[src/rtl/core/sdo_pkg.sv]
`timescale 1ns / 1ps
// ----------------------------------------------------------------------------
// sdo_pkg
// Shared constants, codes and controller/datapath types of the SDO client.
// ----------------------------------------------------------------------------
package sdo_pkg;

  localparam int BUF_BYTES_DEF = 256;

  localparam int IN_DW  = 112;
  localparam int IN_UW  = 3;
  localparam int OUT_DW = 160;
  localparam int CFG_IW = 3;
  localparam int CFG_DW = 16;
  localparam int LEN_W  = 9;
  localparam int ET_W   = 17;

  // ops
  localparam logic [2:0] OP_WRITE    = 3'd0;
  localparam logic [2:0] OP_READ     = 3'd1;
  localparam logic [2:0] OP_START_DL = 3'd2;
  localparam logic [2:0] OP_START_UL = 3'd3;
  localparam logic [2:0] OP_PROCESS  = 3'd4;

  // transfer phases
  localparam logic [2:0] PH_IDLE   = 3'd0;
  localparam logic [2:0] PH_DL_REQ = 3'd1;
  localparam logic [2:0] PH_DL_RSP = 3'd2;
  localparam logic [2:0] PH_DL_SEG = 3'd3;
  localparam logic [2:0] PH_UL_REQ = 3'd4;
  localparam logic [2:0] PH_UL_RSP = 3'd5;
  localparam logic [2:0] PH_UL_SEG = 3'd6;

  // status
  localparam logic [1:0] ST_IDLE    = 2'd0;
  localparam logic [1:0] ST_BUSY    = 2'd1;
  localparam logic [1:0] ST_SUCCESS = 2'd2;
  localparam logic [1:0] ST_ABORT   = 2'd3;

  // abort codes
  localparam logic [31:0] AB_TIMEOUT = 32'h0504_0000;
  localparam logic [31:0] AB_COMMAND = 32'h0504_0001;
  localparam logic [31:0] AB_MUX     = 32'h0604_0043;
  localparam logic [31:0] AB_TOGGLE  = 32'h0503_0000;
  localparam logic [31:0] AB_MEMORY  = 32'h0504_0005;
  localparam logic [31:0] AB_NOSIZE  = 32'h0607_0010;
  localparam logic [31:0] AB_GENERAL = 32'h0800_0000;

  // command specifiers (top three bits of byte 0)
  localparam logic [2:0] CS_DL_SEG_RSP  = 3'd1;
  localparam logic [2:0] CS_UL_INIT_RSP = 3'd2;
  localparam logic [2:0] CS_DL_INIT_RSP = 3'd3;
  localparam logic [2:0] CS_UL_SEG_RSP  = 3'd0;
  localparam logic [2:0] CS_ABORT       = 3'd4;

  localparam logic [7:0] CMD_ABORT   = 8'h80;
  localparam logic [7:0] CMD_DL_EXP  = 8'h23;
  localparam logic [7:0] CMD_DL_SIZE = 8'h21;
  localparam logic [7:0] CMD_UL_INIT = 8'h40;
  localparam logic [7:0] CMD_UL_SEG  = 8'h60;

  localparam logic [10:0] COB_RSDO = 11'h600;

  // configuration register indexes
  localparam logic [2:0] CFG_NODE    = 3'd0;
  localparam logic [2:0] CFG_INDEX   = 3'd1;
  localparam logic [2:0] CFG_SUB     = 3'd2;
  localparam logic [2:0] CFG_LEN     = 3'd3;
  localparam logic [2:0] CFG_TIMEOUT = 3'd4;
  localparam logic [2:0] CFG_SYNC_TT = 3'd5;
  localparam logic [2:0] CFG_GATED   = 3'd6;
  localparam logic [2:0] CFG_STRICT  = 3'd7;

  typedef struct packed {
    logic       cap_in;
    logic       decide;
    logic       copy_en;
    logic [2:0] copy_idx;
    logic       cap_en;
    logic [2:0] cap_idx;
    logic       load_out;
  } sdo_cmd_t;

  typedef struct packed {
    logic [2:0] job_cnt;
    logic       job_rd;
  } sdo_sts_t;

  function automatic logic [63:0] mux_frame(input logic [7:0] cs, input logic [15:0] idx,
                                            input logic [7:0] sub);
    mux_frame = {32'd0, sub, idx[15:8], idx[7:0], cs};
  endfunction

endpackage

[src/rtl/core/canopen_sdo_client_engine_core.sv]
`timescale 1ns / 1ps
// ----------------------------------------------------------------------------
// canopen_sdo_client_engine_core
// SDO client (expedited and segmented, with size) over a local byte buffer.
// ----------------------------------------------------------------------------
// One request in, one result out. A request is accepted, then passes through
// the decide state, the copy state (one buffer byte moved per step, up to
// 7 bytes, through the single buffer RAM port), a drain state when bytes are
// read from the buffer, and the done state that hands off the result. Requests
// are handled one at a time; the next request is taken while the previous
// result still waits on the output. Buffer contents are undefined until
// written. Config writes are taken at any time, meant for idle periods.
// ----------------------------------------------------------------------------
module canopen_sdo_client_engine_core
  import sdo_pkg::*;
#(
  parameter int BUF_BYTES = BUF_BYTES_DEF
) (
  input  logic              clk,
  input  logic              rst_n,
  // request: tuser = op[2:0]
  // tdata  = buf_addr[7:0], buf_byte[15:8], rx_valid[16], rx_frame[80:17],
  //          elapsed_ms[96:81], sync_cnt[104:97], sync_ok[105], zero pad
  input  logic              in_tvalid,
  output logic              in_tready,
  input  logic [IN_DW-1:0]  in_tdata,
  input  logic [IN_UW-1:0]  in_tuser,
  // result: tdata = tx_valid[0], tx_can_id[11:1], tx_frame[75:12],
  //   status[77:76], server_abort_code[109:78], client_abort_code[141:110],
  //   read_data[149:142], received_length[158:150], zero pad
  output logic              out_tvalid,
  input  logic              out_tready,
  output logic [OUT_DW-1:0] out_tdata,
  // config write
  input  logic              cfg_valid,
  output logic              cfg_ready,
  input  logic [CFG_IW-1:0] cfg_index,
  input  logic [CFG_DW-1:0] cfg_data
);
  sdo_cmd_t cmd;
  sdo_sts_t sts;

  logic             tx_valid;
  logic [10:0]      tx_can_id;
  logic [63:0]      tx_frame;
  logic [1:0]       status;
  logic [31:0]      sab, cab;
  logic [7:0]       rdata;
  logic [LEN_W-1:0] rlen;

  assign cfg_ready = 1'b1;

  sdo_ctrl u_ctrl (
    .clk        (clk),
    .rst_n      (rst_n),
    .in_tvalid  (in_tvalid),
    .in_tready  (in_tready),
    .out_tvalid (out_tvalid),
    .out_tready (out_tready),
    .sts        (sts),
    .cmd        (cmd)
  );

  sdo_dp #(
    .BUF_BYTES (BUF_BYTES)
  ) u_dp (
    .clk               (clk),
    .rst_n             (rst_n),
    .cmd               (cmd),
    .sts               (sts),
    .cfg_we            (cfg_valid),
    .cfg_idx           (cfg_index),
    .cfg_wdata         (cfg_data),
    .op                (in_tuser[2:0]),
    .buf_addr          (in_tdata[7:0]),
    .buf_byte          (in_tdata[15:8]),
    .rx_valid          (in_tdata[16]),
    .rx_frame          (in_tdata[80:17]),
    .elapsed_ms        (in_tdata[96:81]),
    .sync_cnt          (in_tdata[104:97]),
    .sync_ok           (in_tdata[105]),
    .tx_valid          (tx_valid),
    .tx_can_id         (tx_can_id),
    .tx_frame          (tx_frame),
    .status            (status),
    .server_abort_code (sab),
    .client_abort_code (cab),
    .read_data         (rdata),
    .received_length   (rlen)
  );

  assign out_tdata = {1'b0, rlen, rdata, cab, sab, status, tx_frame, tx_can_id, tx_valid};
endmodule

[src/rtl/core/sdo_ram.sv]
`timescale 1ns / 1ps
// ----------------------------------------------------------------------------
// sdo_ram
// Generic single-port RAM with registered read.
// ----------------------------------------------------------------------------
module sdo_ram #(
  parameter int WIDTH = 8,
  parameter int DEPTH = 256
) (
  input  logic                     clk,
  input  logic                     we,
  input  logic [$clog2(DEPTH)-1:0] addr,
  input  logic [WIDTH-1:0]         wdata,
  output logic [WIDTH-1:0]         rdata
);
  logic [WIDTH-1:0] mem [DEPTH];

  always_ff @(posedge clk) begin
    if (we) begin
      mem[addr] <= wdata;
    end
    rdata <= mem[addr];
  end
endmodule

[src/rtl/core/sdo_ctrl.sv]
`timescale 1ns / 1ps
// ----------------------------------------------------------------------------
// sdo_ctrl
// Request sequencer: accept, decide, buffer copy, result hand-off.
// ----------------------------------------------------------------------------
module sdo_ctrl
  import sdo_pkg::*;
(
  input  logic     clk,
  input  logic     rst_n,
  input  logic     in_tvalid,
  output logic     in_tready,
  output logic     out_tvalid,
  input  logic     out_tready,
  input  sdo_sts_t sts,
  output sdo_cmd_t cmd
);
  localparam logic [2:0] S_IDLE   = 3'd0;
  localparam logic [2:0] S_DECIDE = 3'd1;
  localparam logic [2:0] S_COPY   = 3'd2;
  localparam logic [2:0] S_DRAIN  = 3'd3;
  localparam logic [2:0] S_DONE   = 3'd4;

  logic [2:0] st_r, st_nxt;
  logic [2:0] k_r, k_nxt;
  logic       outv_r, outv_nxt;

  assign in_tready  = (st_r == S_IDLE);
  assign out_tvalid = outv_r;

  always_comb begin
    st_nxt   = st_r;
    k_nxt    = k_r;
    outv_nxt = outv_r && !out_tready;
    cmd      = '0;
    cmd.cap_in   = in_tvalid && in_tready;
    cmd.copy_idx = k_r;
    cmd.cap_idx  = k_r - 3'd1;
    case (st_r)
      S_IDLE: begin
        if (in_tvalid) begin
          st_nxt = S_DECIDE;
        end
      end
      S_DECIDE: begin
        cmd.decide = 1'b1;
        k_nxt      = 3'd0;
        st_nxt     = S_COPY;
      end
      S_COPY: begin
        if (sts.job_cnt == 3'd0) begin
          st_nxt = S_DONE;
        end else begin
          cmd.copy_en = 1'b1;
          cmd.cap_en  = sts.job_rd && (k_r != 3'd0);
          k_nxt       = k_r + 3'd1;
          if (k_r == sts.job_cnt - 3'd1) begin
            st_nxt = sts.job_rd ? S_DRAIN : S_DONE;
          end
        end
      end
      S_DRAIN: begin
        cmd.cap_en = 1'b1;
        st_nxt     = S_DONE;
      end
      S_DONE: begin
        if (!outv_r || out_tready) begin
          cmd.load_out = 1'b1;
          outv_nxt     = 1'b1;
          st_nxt       = S_IDLE;
        end
      end
      default: st_nxt = S_IDLE;
    endcase
  end

  always_ff @(posedge clk) begin
    if (!rst_n) begin
      st_r   <= S_IDLE;
      k_r    <= 3'd0;
      outv_r <= 1'b0;
    end else begin
      st_r   <= st_nxt;
      k_r    <= k_nxt;
      outv_r <= outv_nxt;
    end
  end
endmodule

[src/rtl/core/sdo_dp.sv]
`timescale 1ns / 1ps
// ----------------------------------------------------------------------------
// sdo_dp
// SDO protocol registers, frame build/check, timer and byte buffer.
// ----------------------------------------------------------------------------
module sdo_dp
  import sdo_pkg::*;
#(
  parameter int BUF_BYTES = BUF_BYTES_DEF
) (
  input  logic              clk,
  input  logic              rst_n,
  input  sdo_cmd_t          cmd,
  output sdo_sts_t          sts,
  // config
  input  logic              cfg_we,
  input  logic [CFG_IW-1:0] cfg_idx,
  input  logic [CFG_DW-1:0] cfg_wdata,
  // request fields
  input  logic [2:0]        op,
  input  logic [7:0]        buf_addr,
  input  logic [7:0]        buf_byte,
  input  logic              rx_valid,
  input  logic [63:0]       rx_frame,
  input  logic [15:0]       elapsed_ms,
  input  logic [7:0]        sync_cnt,
  input  logic              sync_ok,
  // result fields
  output logic              tx_valid,
  output logic [10:0]       tx_can_id,
  output logic [63:0]       tx_frame,
  output logic [1:0]        status,
  output logic [31:0]       server_abort_code,
  output logic [31:0]       client_abort_code,
  output logic [7:0]        read_data,
  output logic [LEN_W-1:0]  received_length
);
  localparam int AW = $clog2(BUF_BYTES);

  // config registers
  logic [6:0]       node_r;
  logic [15:0]      idx_r;
  logic [7:0]       sub_r;
  logic [LEN_W-1:0] len_r;
  logic [15:0]      tmo_r;
  logic [7:0]       stt_r;
  logic             gated_r, strict_r;

  // latched request
  logic [2:0]  op_r;
  logic [7:0]  addr_r, byte_r, sc_r;
  logic        rxv_r, sok_r;
  logic [63:0] rxf_r;
  logic [15:0] el_r;

  // protocol state
  logic [2:0]       phase_r, phase_nxt;
  logic             pend_r, pend_nxt, tog_r, tog_nxt, trun_r, trun_nxt;
  logic [LEN_W-1:0] off_r, off_nxt, tot_r, tot_nxt;
  logic [ET_W-1:0]  et_r, et_nxt;
  logic [1:0]       stat_r, stat_nxt;
  logic [31:0]      sab_r, sab_nxt, cab_r, cab_nxt;

  // frame under construction and copy job
  logic             txv_r, txv_nxt;
  logic [63:0]      txf_r, txf_nxt;
  logic [7:0]       rd_r;
  logic [2:0]       jcnt_r, jcnt_nxt, jlane_r, jlane_nxt;
  logic [LEN_W-1:0] jbase_r, jbase_nxt;
  logic             jwr_r, jwr_nxt, jrd_r, jrd_nxt, jrdd_r, jrdd_nxt;
  logic             wop_we;

  // result register
  logic             o_txv;
  logic [10:0]      o_id;
  logic [63:0]      o_txf;
  logic [1:0]       o_stat;
  logic [31:0]      o_sab, o_cab;
  logic [7:0]       o_rd;
  logic [LEN_W-1:0] o_len;

  // RAM
  logic          ram_we;
  logic [AW-1:0] ram_addr;
  logic [7:0]    ram_wd, ram_q;
  logic [LEN_W:0] cp_addr;
  logic [2:0]    cp_lane, cap_lane;

  assign sts.job_cnt = jcnt_r;
  assign sts.job_rd  = jrd_r;

  always_ff @(posedge clk) begin
    if (!rst_n) begin
      node_r   <= 7'd1;
      idx_r    <= '0;
      sub_r    <= '0;
      len_r    <= '0;
      tmo_r    <= '0;
      stt_r    <= '0;
      gated_r  <= 1'b0;
      strict_r <= 1'b1;
    end else if (cfg_we) begin
      case (cfg_idx)
        CFG_NODE:    node_r   <= cfg_wdata[6:0];
        CFG_INDEX:   idx_r    <= cfg_wdata;
        CFG_SUB:     sub_r    <= cfg_wdata[7:0];
        CFG_LEN:     len_r    <= cfg_wdata[LEN_W-1:0];
        CFG_TIMEOUT: tmo_r    <= cfg_wdata;
        CFG_SYNC_TT: stt_r    <= cfg_wdata[7:0];
        CFG_GATED:   gated_r  <= cfg_wdata[0];
        CFG_STRICT:  strict_r <= cfg_wdata[0];
        default: ;
      endcase
    end
  end

  always_ff @(posedge clk) begin
    if (cmd.cap_in) begin
      op_r   <= op;
      addr_r <= buf_addr;
      byte_r <= buf_byte;
      rxv_r  <= rx_valid;
      rxf_r  <= rx_frame;
      el_r   <= elapsed_ms;
      sc_r   <= sync_cnt;
      sok_r  <= sync_ok;
    end
  end

  // decision for one request
  always_comb begin
    logic [7:0]       cs;
    logic [LEN_W-1:0] eff, d;
    logic [ET_W:0]    et_sum;
    logic [31:0]      rx_hi;
    logic             do_ab, timed, mux_ok, exp_len, last, in_rng;
    logic [31:0]      ab_code;
    logic [2:0]       n;
    logic             dl_seg;
    logic             seg_tog;

    cs      = rxf_r[7:0];
    rx_hi   = rxf_r[63:32];
    eff     = (32'(len_r) > 32'(BUF_BYTES)) ? LEN_W'(BUF_BYTES) : len_r;
    mux_ok  = (rxf_r[23:8] == idx_r) && (rxf_r[31:24] == sub_r);
    exp_len = (tot_r >= 9'd1) && (tot_r <= 9'd4);
    in_rng  = (32'(addr_r) < 32'(BUF_BYTES));
    et_sum  = {1'b0, et_r} + {{(ET_W-15){1'b0}}, el_r};
    do_ab   = 1'b0;
    ab_code = '0;
    timed   = 1'b0;
    dl_seg  = 1'b0;
    seg_tog = tog_r;
    d       = '0;
    last    = 1'b0;
    n       = '0;

    phase_nxt = phase_r;
    pend_nxt  = pend_r;
    tog_nxt   = tog_r;
    trun_nxt  = trun_r;
    off_nxt   = off_r;
    tot_nxt   = tot_r;
    et_nxt    = et_r;
    stat_nxt  = stat_r;
    sab_nxt   = sab_r;
    cab_nxt   = cab_r;
    txv_nxt   = 1'b0;
    txf_nxt   = '0;
    jcnt_nxt  = '0;
    jlane_nxt = '0;
    jbase_nxt = '0;
    jwr_nxt   = 1'b0;
    jrd_nxt   = 1'b0;
    jrdd_nxt  = 1'b0;
    wop_we    = 1'b0;

    case (op_r)
      OP_WRITE: wop_we = in_rng;
      OP_READ: begin
        if (in_rng) begin
          jcnt_nxt  = 3'd1;
          jbase_nxt = {1'b0, addr_r};
          jrd_nxt   = 1'b1;
          jrdd_nxt  = 1'b1;
        end
      end
      OP_START_DL, OP_START_UL: begin
        stat_nxt  = ST_BUSY;
        pend_nxt  = 1'b1;
        phase_nxt = (op_r == OP_START_DL) ? PH_DL_REQ : PH_UL_REQ;
      end
      OP_PROCESS: begin
        if (phase_r != PH_IDLE) begin
          if (trun_r) begin
            et_nxt = et_sum[ET_W] ? {ET_W{1'b1}} : et_sum[ET_W-1:0];
            if (et_nxt > {1'b0, tmo_r}) begin
              do_ab   = 1'b1;
              ab_code = AB_TIMEOUT;
              timed   = 1'b1;
            end
          end
          if (!timed) begin
            if (gated_r && !(sok_r && (sc_r == stt_r))) begin
              stat_nxt = ST_BUSY;
            end else if (rxv_r && (cs[7:5] == CS_ABORT)) begin
              trun_nxt  = 1'b0;
              et_nxt    = '0;
              sab_nxt   = rx_hi;
              phase_nxt = PH_IDLE;
              stat_nxt  = ST_ABORT;
            end else if (rxv_r || pend_r) begin
              if (rxv_r) begin
                trun_nxt = 1'b0;
                et_nxt   = '0;
              end
              case (phase_r)
                PH_DL_REQ: begin
                  tog_nxt  = 1'b0;
                  off_nxt  = '0;
                  tot_nxt  = eff;
                  if ((eff >= 9'd1) && (eff <= 9'd4)) begin
                    txf_nxt = mux_frame(CMD_DL_EXP | {4'd0, 2'(3'd4 - eff[2:0]), 2'b00},
                                        idx_r, sub_r);
                    jcnt_nxt  = eff[2:0];
                    jlane_nxt = 3'd4;
                    jrd_nxt   = 1'b1;
                  end else begin
                    txf_nxt = mux_frame(CMD_DL_SIZE, idx_r, sub_r);
                    txf_nxt[63:32] = {23'd0, eff};
                  end
                  txv_nxt   = 1'b1;
                  trun_nxt  = 1'b1;
                  et_nxt    = '0;
                  pend_nxt  = 1'b0;
                  phase_nxt = PH_DL_RSP;
                  stat_nxt  = ST_BUSY;
                end
                PH_DL_RSP: begin
                  if (cs[7:5] != CS_DL_INIT_RSP) begin
                    do_ab = 1'b1; ab_code = AB_COMMAND;
                  end else if (!mux_ok) begin
                    do_ab = 1'b1; ab_code = AB_MUX;
                  end else if (exp_len) begin
                    phase_nxt = PH_IDLE;
                    stat_nxt  = ST_SUCCESS;
                  end else begin
                    dl_seg  = 1'b1;
                    seg_tog = tog_r;
                  end
                end
                PH_DL_SEG: begin
                  if (cs[7:5] != CS_DL_SEG_RSP) begin
                    do_ab = 1'b1; ab_code = AB_COMMAND;
                  end else if (cs[4] != tog_r) begin
                    do_ab = 1'b1; ab_code = AB_TOGGLE;
                  end else begin
                    tog_nxt = !tog_r;
                    if (tot_r <= off_r) begin
                      phase_nxt = PH_IDLE;
                      stat_nxt  = ST_SUCCESS;
                    end else begin
                      dl_seg  = 1'b1;
                      seg_tog = !tog_r;
                    end
                  end
                end
                PH_UL_REQ: begin
                  tog_nxt   = 1'b0;
                  off_nxt   = '0;
                  txf_nxt   = mux_frame(CMD_UL_INIT, idx_r, sub_r);
                  txv_nxt   = 1'b1;
                  trun_nxt  = 1'b1;
                  et_nxt    = '0;
                  pend_nxt  = 1'b0;
                  phase_nxt = PH_UL_RSP;
                  stat_nxt  = ST_BUSY;
                end
                PH_UL_RSP: begin
                  if (cs[7:5] != CS_UL_INIT_RSP) begin
                    do_ab = 1'b1; ab_code = AB_COMMAND;
                  end else if (!mux_ok) begin
                    do_ab = 1'b1; ab_code = AB_MUX;
                  end else if (cs[1:0] == 2'b11) begin
                    n = 3'd4 - {1'b0, cs[3:2]};
                    if (strict_r && (eff < {6'd0, n})) begin
                      do_ab = 1'b1; ab_code = AB_MEMORY;
                    end else begin
                      jcnt_nxt  = n;
                      jlane_nxt = 3'd4;
                      jwr_nxt   = 1'b1;
                      tot_nxt   = {6'd0, n};
                      off_nxt   = {6'd0, n};
                      phase_nxt = PH_IDLE;
                      stat_nxt  = ST_SUCCESS;
                    end
                  end else if (cs[1:0] == 2'b01) begin
                    if ((rx_hi > 32'(BUF_BYTES)) || (strict_r && (rx_hi > 32'(eff)))) begin
                      do_ab = 1'b1; ab_code = AB_MEMORY;
                    end else begin
                      tot_nxt   = rx_hi[LEN_W-1:0];
                      off_nxt   = '0;
                      txf_nxt   = {56'd0, CMD_UL_SEG};
                      txv_nxt   = 1'b1;
                      trun_nxt  = 1'b1;
                      et_nxt    = '0;
                      phase_nxt = PH_UL_SEG;
                      stat_nxt  = ST_BUSY;
                    end
                  end else begin
                    do_ab = 1'b1; ab_code = AB_NOSIZE;
                  end
                end
                PH_UL_SEG: begin
                  if (cs[7:5] != CS_UL_SEG_RSP) begin
                    do_ab = 1'b1; ab_code = AB_COMMAND;
                  end else if (cs[4] != tog_r) begin
                    do_ab = 1'b1; ab_code = AB_TOGGLE;
                  end else begin
                    tog_nxt = !tog_r;
                    if ({1'b0, tot_r} <= ({1'b0, off_r} + 10'd7)) begin
                      if (strict_r && !cs[0]) begin
                        do_ab = 1'b1; ab_code = AB_GENERAL;
                      end else begin
                        jcnt_nxt  = 3'(tot_r - off_r);
                        jbase_nxt = off_r;
                        jlane_nxt = 3'd1;
                        jwr_nxt   = 1'b1;
                        off_nxt   = tot_r;
                        phase_nxt = PH_IDLE;
                        stat_nxt  = ST_SUCCESS;
                      end
                    end else if (strict_r && cs[0]) begin
                      do_ab = 1'b1; ab_code = AB_GENERAL;
                    end else begin
                      jcnt_nxt  = 3'd7;
                      jbase_nxt = off_r;
                      jlane_nxt = 3'd1;
                      jwr_nxt   = 1'b1;
                      off_nxt   = off_r + 9'd7;
                      txf_nxt   = {56'd0, CMD_UL_SEG | {3'd0, !tog_r, 4'd0}};
                      txv_nxt   = 1'b1;
                      trun_nxt  = 1'b1;
                      et_nxt    = '0;
                      stat_nxt  = ST_BUSY;
                    end
                  end
                end
                default: phase_nxt = PH_IDLE;
              endcase
            end else begin
              stat_nxt = ST_BUSY;
            end
          end
        end
      end
      default: ;
    endcase

    // next download segment
    if (dl_seg) begin
      d    = (tot_r > off_r) ? (tot_r - off_r) : '0;
      last = (d <= 9'd7);
      n    = last ? d[2:0] : 3'd7;
      txf_nxt   = {56'd0, 3'd0, seg_tog, (last ? {3'(3'd7 - n), 1'b1} : 4'd0)};
      txv_nxt   = 1'b1;
      jcnt_nxt  = n;
      jbase_nxt = off_r;
      jlane_nxt = 3'd1;
      jrd_nxt   = 1'b1;
      off_nxt   = off_r + {6'd0, n};
      trun_nxt  = 1'b1;
      et_nxt    = '0;
      phase_nxt = PH_DL_SEG;
      stat_nxt  = ST_BUSY;
    end

    if (do_ab) begin
      txf_nxt        = mux_frame(CMD_ABORT, idx_r, sub_r);
      txf_nxt[63:32] = ab_code;
      txv_nxt        = 1'b1;
      cab_nxt        = ab_code;
      trun_nxt       = 1'b0;
      et_nxt         = '0;
      phase_nxt      = PH_IDLE;
      stat_nxt       = ST_ABORT;
      jcnt_nxt       = '0;
      jrd_nxt        = 1'b0;
      jwr_nxt        = 1'b0;
    end
  end

  always_ff @(posedge clk) begin
    if (!rst_n) begin
      phase_r <= PH_IDLE;
      pend_r  <= 1'b0;
      tog_r   <= 1'b0;
      trun_r  <= 1'b0;
      off_r   <= '0;
      tot_r   <= '0;
      et_r    <= '0;
      stat_r  <= ST_IDLE;
      sab_r   <= '0;
      cab_r   <= '0;
      jcnt_r  <= '0;
      jrd_r   <= 1'b0;
    end else if (cmd.decide) begin
      phase_r <= phase_nxt;
      pend_r  <= pend_nxt;
      tog_r   <= tog_nxt;
      trun_r  <= trun_nxt;
      off_r   <= off_nxt;
      tot_r   <= tot_nxt;
      et_r    <= et_nxt;
      stat_r  <= stat_nxt;
      sab_r   <= sab_nxt;
      cab_r   <= cab_nxt;
      jcnt_r  <= jcnt_nxt;
      jrd_r   <= jrd_nxt;
    end
  end

  // copy lanes
  assign cp_addr  = {1'b0, jbase_r} + {{(LEN_W-2){1'b0}}, cmd.copy_idx};
  assign cp_lane  = jlane_r + cmd.copy_idx;
  assign cap_lane = jlane_r + cmd.cap_idx;

  assign ram_we   = (cmd.decide && wop_we) || (cmd.copy_en && jwr_r);
  assign ram_addr = cmd.decide ? AW'(addr_r) : AW'(cp_addr);
  assign ram_wd   = cmd.decide ? byte_r : rxf_r[8*cp_lane +: 8];

  sdo_ram #(
    .WIDTH (8),
    .DEPTH (BUF_BYTES)
  ) u_buf (
    .clk   (clk),
    .we    (ram_we),
    .addr  (ram_addr),
    .wdata (ram_wd),
    .rdata (ram_q)
  );

  always_ff @(posedge clk) begin
    if (cmd.decide) begin
      txv_r   <= txv_nxt;
      txf_r   <= txf_nxt;
      rd_r    <= '0;
      jlane_r <= jlane_nxt;
      jbase_r <= jbase_nxt;
      jwr_r   <= jwr_nxt;
      jrdd_r  <= jrdd_nxt;
    end else if (cmd.cap_en) begin
      if (jrdd_r) begin
        rd_r <= ram_q;
      end else begin
        txf_r[8*cap_lane +: 8] <= ram_q;
      end
    end
  end

  always_ff @(posedge clk) begin
    if (cmd.load_out) begin
      o_txv  <= txv_r;
      o_id   <= txv_r ? (COB_RSDO + {4'd0, node_r}) : '0;
      o_txf  <= txf_r;
      o_stat <= stat_r;
      o_sab  <= sab_r;
      o_cab  <= cab_r;
      o_rd   <= rd_r;
      o_len  <= off_r;
    end
  end

  assign tx_valid          = o_txv;
  assign tx_can_id         = o_id;
  assign tx_frame          = o_txf;
  assign status            = o_stat;
  assign server_abort_code = o_sab;
  assign client_abort_code = o_cab;
  assign read_data         = o_rd;
  assign received_length   = o_len;
endmodule
[config.mk]
export PLATFORM = sky130hd
export DESIGN_NAME = canopen_sdo_client_engine_core
export DESIGN_NICKNAME = d
export VERILOG_FILES = /design/src/rtl/core/sdo_pkg.sv /design/src/rtl/core/canopen_sdo_client_engine_core.sv /design/src/rtl/core/sdo_ram.sv /design/src/rtl/core/sdo_ctrl.sv /design/src/rtl/core/sdo_dp.sv
export SDC_FILE = /design/constraint.sdc
export NUM_CORES = 2
export LEC_CHECK = 0
export ABC_AREA = 1
export ABC_CLOCK_PERIOD_IN_PS = 19300
export BUFFER_PORTS_ARGS = -buffer_cell sky130_fd_sc_hd__buf_2
export CORE_MARGIN = 1.5
export CORE_UTILIZATION = 30
export DETAILED_ROUTE_END_ITERATION = 12
export HOLD_SLACK_MARGIN = 0.03
export PLACE_DENSITY = 0.46
export RECOVER_POWER = 50
export SKIP_CTS_REPAIR_TIMING = 1
export SLEW_MARGIN = 20
export SYNTH_ARGS = -nofsm -noshare
export SYNTH_HDL_FRONTEND = slang
export SYNTH_HIERARCHICAL = 1
export SYNTH_SLANG_ARGS = --single-unit
[constraint.sdc]
create_clock -name clk -period 19.3 [get_ports clk]
set_input_delay 3.86 -clock clk [delete_from_list [all_inputs] [get_ports clk]]
set_output_delay 3.86 -clock clk [all_outputs]
set_load 0.02 [all_outputs]
==> impl_metrics.yaml <==
placement:
  dp_hpwl_um: 206000
  place_congestion: 0.883
  dpl_worst_slack_ps: 12830
  io_buffers: 271
drt:
  ant_nets: 0
  wirelength_um: 333000
  viasPerCell: 4.69
  dr.pass1.iters: 6
  drtIter0Drc: 6160
  drc: 0
  detail_route.wl_per_cell_um: 21.0
  met3_length_um: 18000
  top_layer: "met5"
  wl_met2_um: 154000
  met1Wirelength_um: 149000
  vias: 74600
setup_path:
  end_kind: "register"
  reg2reg_slack_ps: 7940
  r2r_cells: 9
  cp_data_arrival_time_ps: 11620
  max_stage_delay_ps: 3390
  required_ps: 19570
  timing.rr.end: "u_dp/u_buf/mem[0][1]"
  crit_fanout: 52
  cp-start-kind: "register"
  worstPathCellList: "ha_1, ha_1, clkbuf_1, inv_1, o21ai_0, o21ai_0, o21ai_0, clkbuf_1, clkbuf_1"
  worst_r2r_startpoint: "u_ctrl/k_r[0]"
  crit_type: "register to register"
  critPathSlowestCell: "o21ai_0"
pwr:
  power_density_nw_per_um2: 129
  comb_power_share: 0.231
  leakagePower_nw: 48.4
  p_switching_mw: 5.32
  ir_worst_vdd_mv: 0.0895
  clock_power_share: 0.340
  netSwitchingFraction: 0.333
  p_int_mw: 10.7
  pwr-share-seq: 0.429
clock_network:
  insertion_delay_ps: 910
  clock-sinks: 2546
  cts_made_buffers: 294
  clkSlewWorstSetupHoldPaths_ps: 60
  htreeDepth: 5
  clock_path_buffers: 4
  cts_tree: "yes"
  cts_root_buf: "clkbuf_16"
finish:
  final_common_cell: "nand2_1"
  drive_gt1_frac: 0.0735
  area.growth.synth_to_final_pct: 14.1
  nFillCells: 36200
  finalNetCount: 11100
  most-common-layout-cells: "nand2_1, edfxtp_1, nor2_1, inv_1, nand3_1"
global_route:
  antenna_found_initial: 14
  grt_pass1_wl_um: 486000
  track_usage: 0.178
  grt_pass1_vias: 71900
  overflow: 0
  grt_max_degree: 166
sta:
  fin_crit_sh: 0.588
  tns_ps: 0
  finClkSkew_ps: 45.4
  finalHoldViolCount: 0
  worstMarginPinSlew_ps: 4520
  rsz0062_at_grt: "no"
  drv_slew: 2249
  slew_headroom: -2.04
  setup_ws_ps: 7940
  setup_viol: 0
  max_freq_mhz: 88.1
  finalCriticalPeriod_ps: 11360
floorplan:
  start_util: 0.302
  core_um2: 360000
  io_pins: 302
  fp.dieW_um: 605
  rows: 220
  die_h_um: 605
  dieArea_um2: 366000
logic_synthesis:
  synth_edf_count: 2368
  synth_cell_type_count: 64
  synth.cell_area_um2: 109000
  ys_seq_area_frac: 0.687
  synthFlopType: "edfxtp_1"
  yosysWarnings: 6
  async_flop_share: 0
  synth_seq_cells: 2546
  syn_avg_cell_area_um2: 10.2
  synth_cells: 10700
status:
  violations: "capacitance limit, slew limit"
  outcome: "finished with violations"
run:
  cap_violations: 50
min_path:
  whs_endpoint: "u_dp/tx_frame[26]"
  holdCritStartpoint: "u_dp/txf_r[26]"
  whs_path_depth: 0
  hp-class: "register to register"
## area by class of cell
class | instances | area, µm² | area share
Tap cell | 4773 | 5970 | 0.0482
Sequential cell | 2546 | 74700 | 0.602
Inverter | 359 | 1380 | 0.0111
Clock inverter | 166 | 1600 | 0.0129
Antenna cell | 5 | 12.5 | 0.000101
Timing Repair Buffer | 394 | 2160 | 0.0174
Clock buffer | 366 | 7810 | 0.0630
Multi-Input combinational cell | 7278 | 30400 | 0.245
## cells in the mapped netlist (14+ instances only)
library cell | count | share of area
dfxtp_1 | 178 | 0.033
o211ai_1 | 19 | 0.0013
ha_1 | 82 | 0.0094
clkbuf_1 | 247 | 0.0085
o21ai_0 | 304 | 0.014
o21ai_1 | 119 | 0.0055
a21oi_1 | 242 | 0.011
inv_1 | 339 | 0.012
buf_2 | 185 | 0.0085
nand2_1 | 5242 | 0.18
nand2_2 | 14 | 0.00081
nor3_1 | 45 | 0.0021
buf_4 | 37 | 0.0026
xor2_1 | 32 | 0.0026
nand3_1 | 319 | 0.015
buf_1 | 45 | 0.0016
edfxtp_1 | 2368 | 0.65
nand4_1 | 44 | 0.0025
nor2_1 | 666 | 0.023
## power groups by stage
stage	registers [mW]	logic [mW]	clock network, mW
2_1_floorplan	7.31	2.16	0
3_3_place_gp	6.89	3.74	0
3_5_place_dp	6.89	3.78	0
4_1_cts	6.78	3.79	5.58
5_1_grt	6.87	4.07	5.79
6_report	6.86	3.69	5.44
## registers in the layout, indices dropped and copies added (netlist names), 10 cells and up
name and cells:
u_dp/sab_r 32, u_dp/tmo_r 16, u_dp/txf_r 64, u_dp/el_r 16, u_dp/et_r 17, u_dp/rxf_r 64, u_dp/tx_frame 64, u_dp/cab_r 10
u_dp/idx_r 16, u_dp/client_abort_code 10, u_dp/u_buf/mem 2048, u_dp/server_abort_code 32
## metrics by stage
| stage | utilization | total power [mW] | std cells | area [µm²] | hold slack [ps] |
|---|---|---|---|---|---|
| 3_3_place_gp | 0.319 | 10.6 | 15300 | 115000 | 406 |
| 6_report | 0.345 | 16.0 | 15900 | 124000 | 406 |
| 3_5_place_dp | 0.320 | 10.7 | 15400 | 115000 | 405 |
| 5_1_grt | 0.345 | 16.7 | 15900 | 124000 | 410 |
| 4_1_cts | 0.346 | 16.1 | 15900 | 124000 | 402 |
| 2_1_floorplan | - | 9.47 | 10700 | 109000 | 400 |
## routing by layer
layer	GRT usage	vias up
li1	-	35700
met1	0.240	36300
met2	0.291	2086
met3	0.0247	486
met4	0.0632	2
met5	0	-
## worst max-delay path by stage
stage / from / to / slack, ps / cells past startpoint
CTS: u_dp/el_r[4] / u_dp/txf_r[50] / 13200 / 30
floorplan: in_tvalid / u_dp/addr_r[0] / 4330 / 2
detailed placement: out_tready / u_dp/tx_frame[61] / 12830 / 5
global placement: out_tready / u_dp/client_abort_code[6] / 12880 / 5
finish: u_ctrl/k_r[0] / u_dp/u_buf/mem[0][1] / 7940 / 9
global route: u_ctrl/k_r[0] / u_dp/u_buf/mem[0][1] / 6960 / 9
## worst max-delay path, delay by kind of cell (launching register included)
kind            cells  cell delay (ps)
fa+ha+maj           2              540
compound gates      3             4040
buf+inv             4             5630
flops               1              400
## kinds of logic after synthesis
kind of cell	synth area share
AO/OA/AOI/OAI	0.0363
XOR/XNOR	0.00355
adder cells (fa/ha/maj)	0.0102
buffers and inverters	0.0344
flip-flops	0.687
multiplexers	0.0000922
other	0.000104
AND/OR/NAND/NOR	0.228
Note: power is estimated with default switching activity, not from simulation.
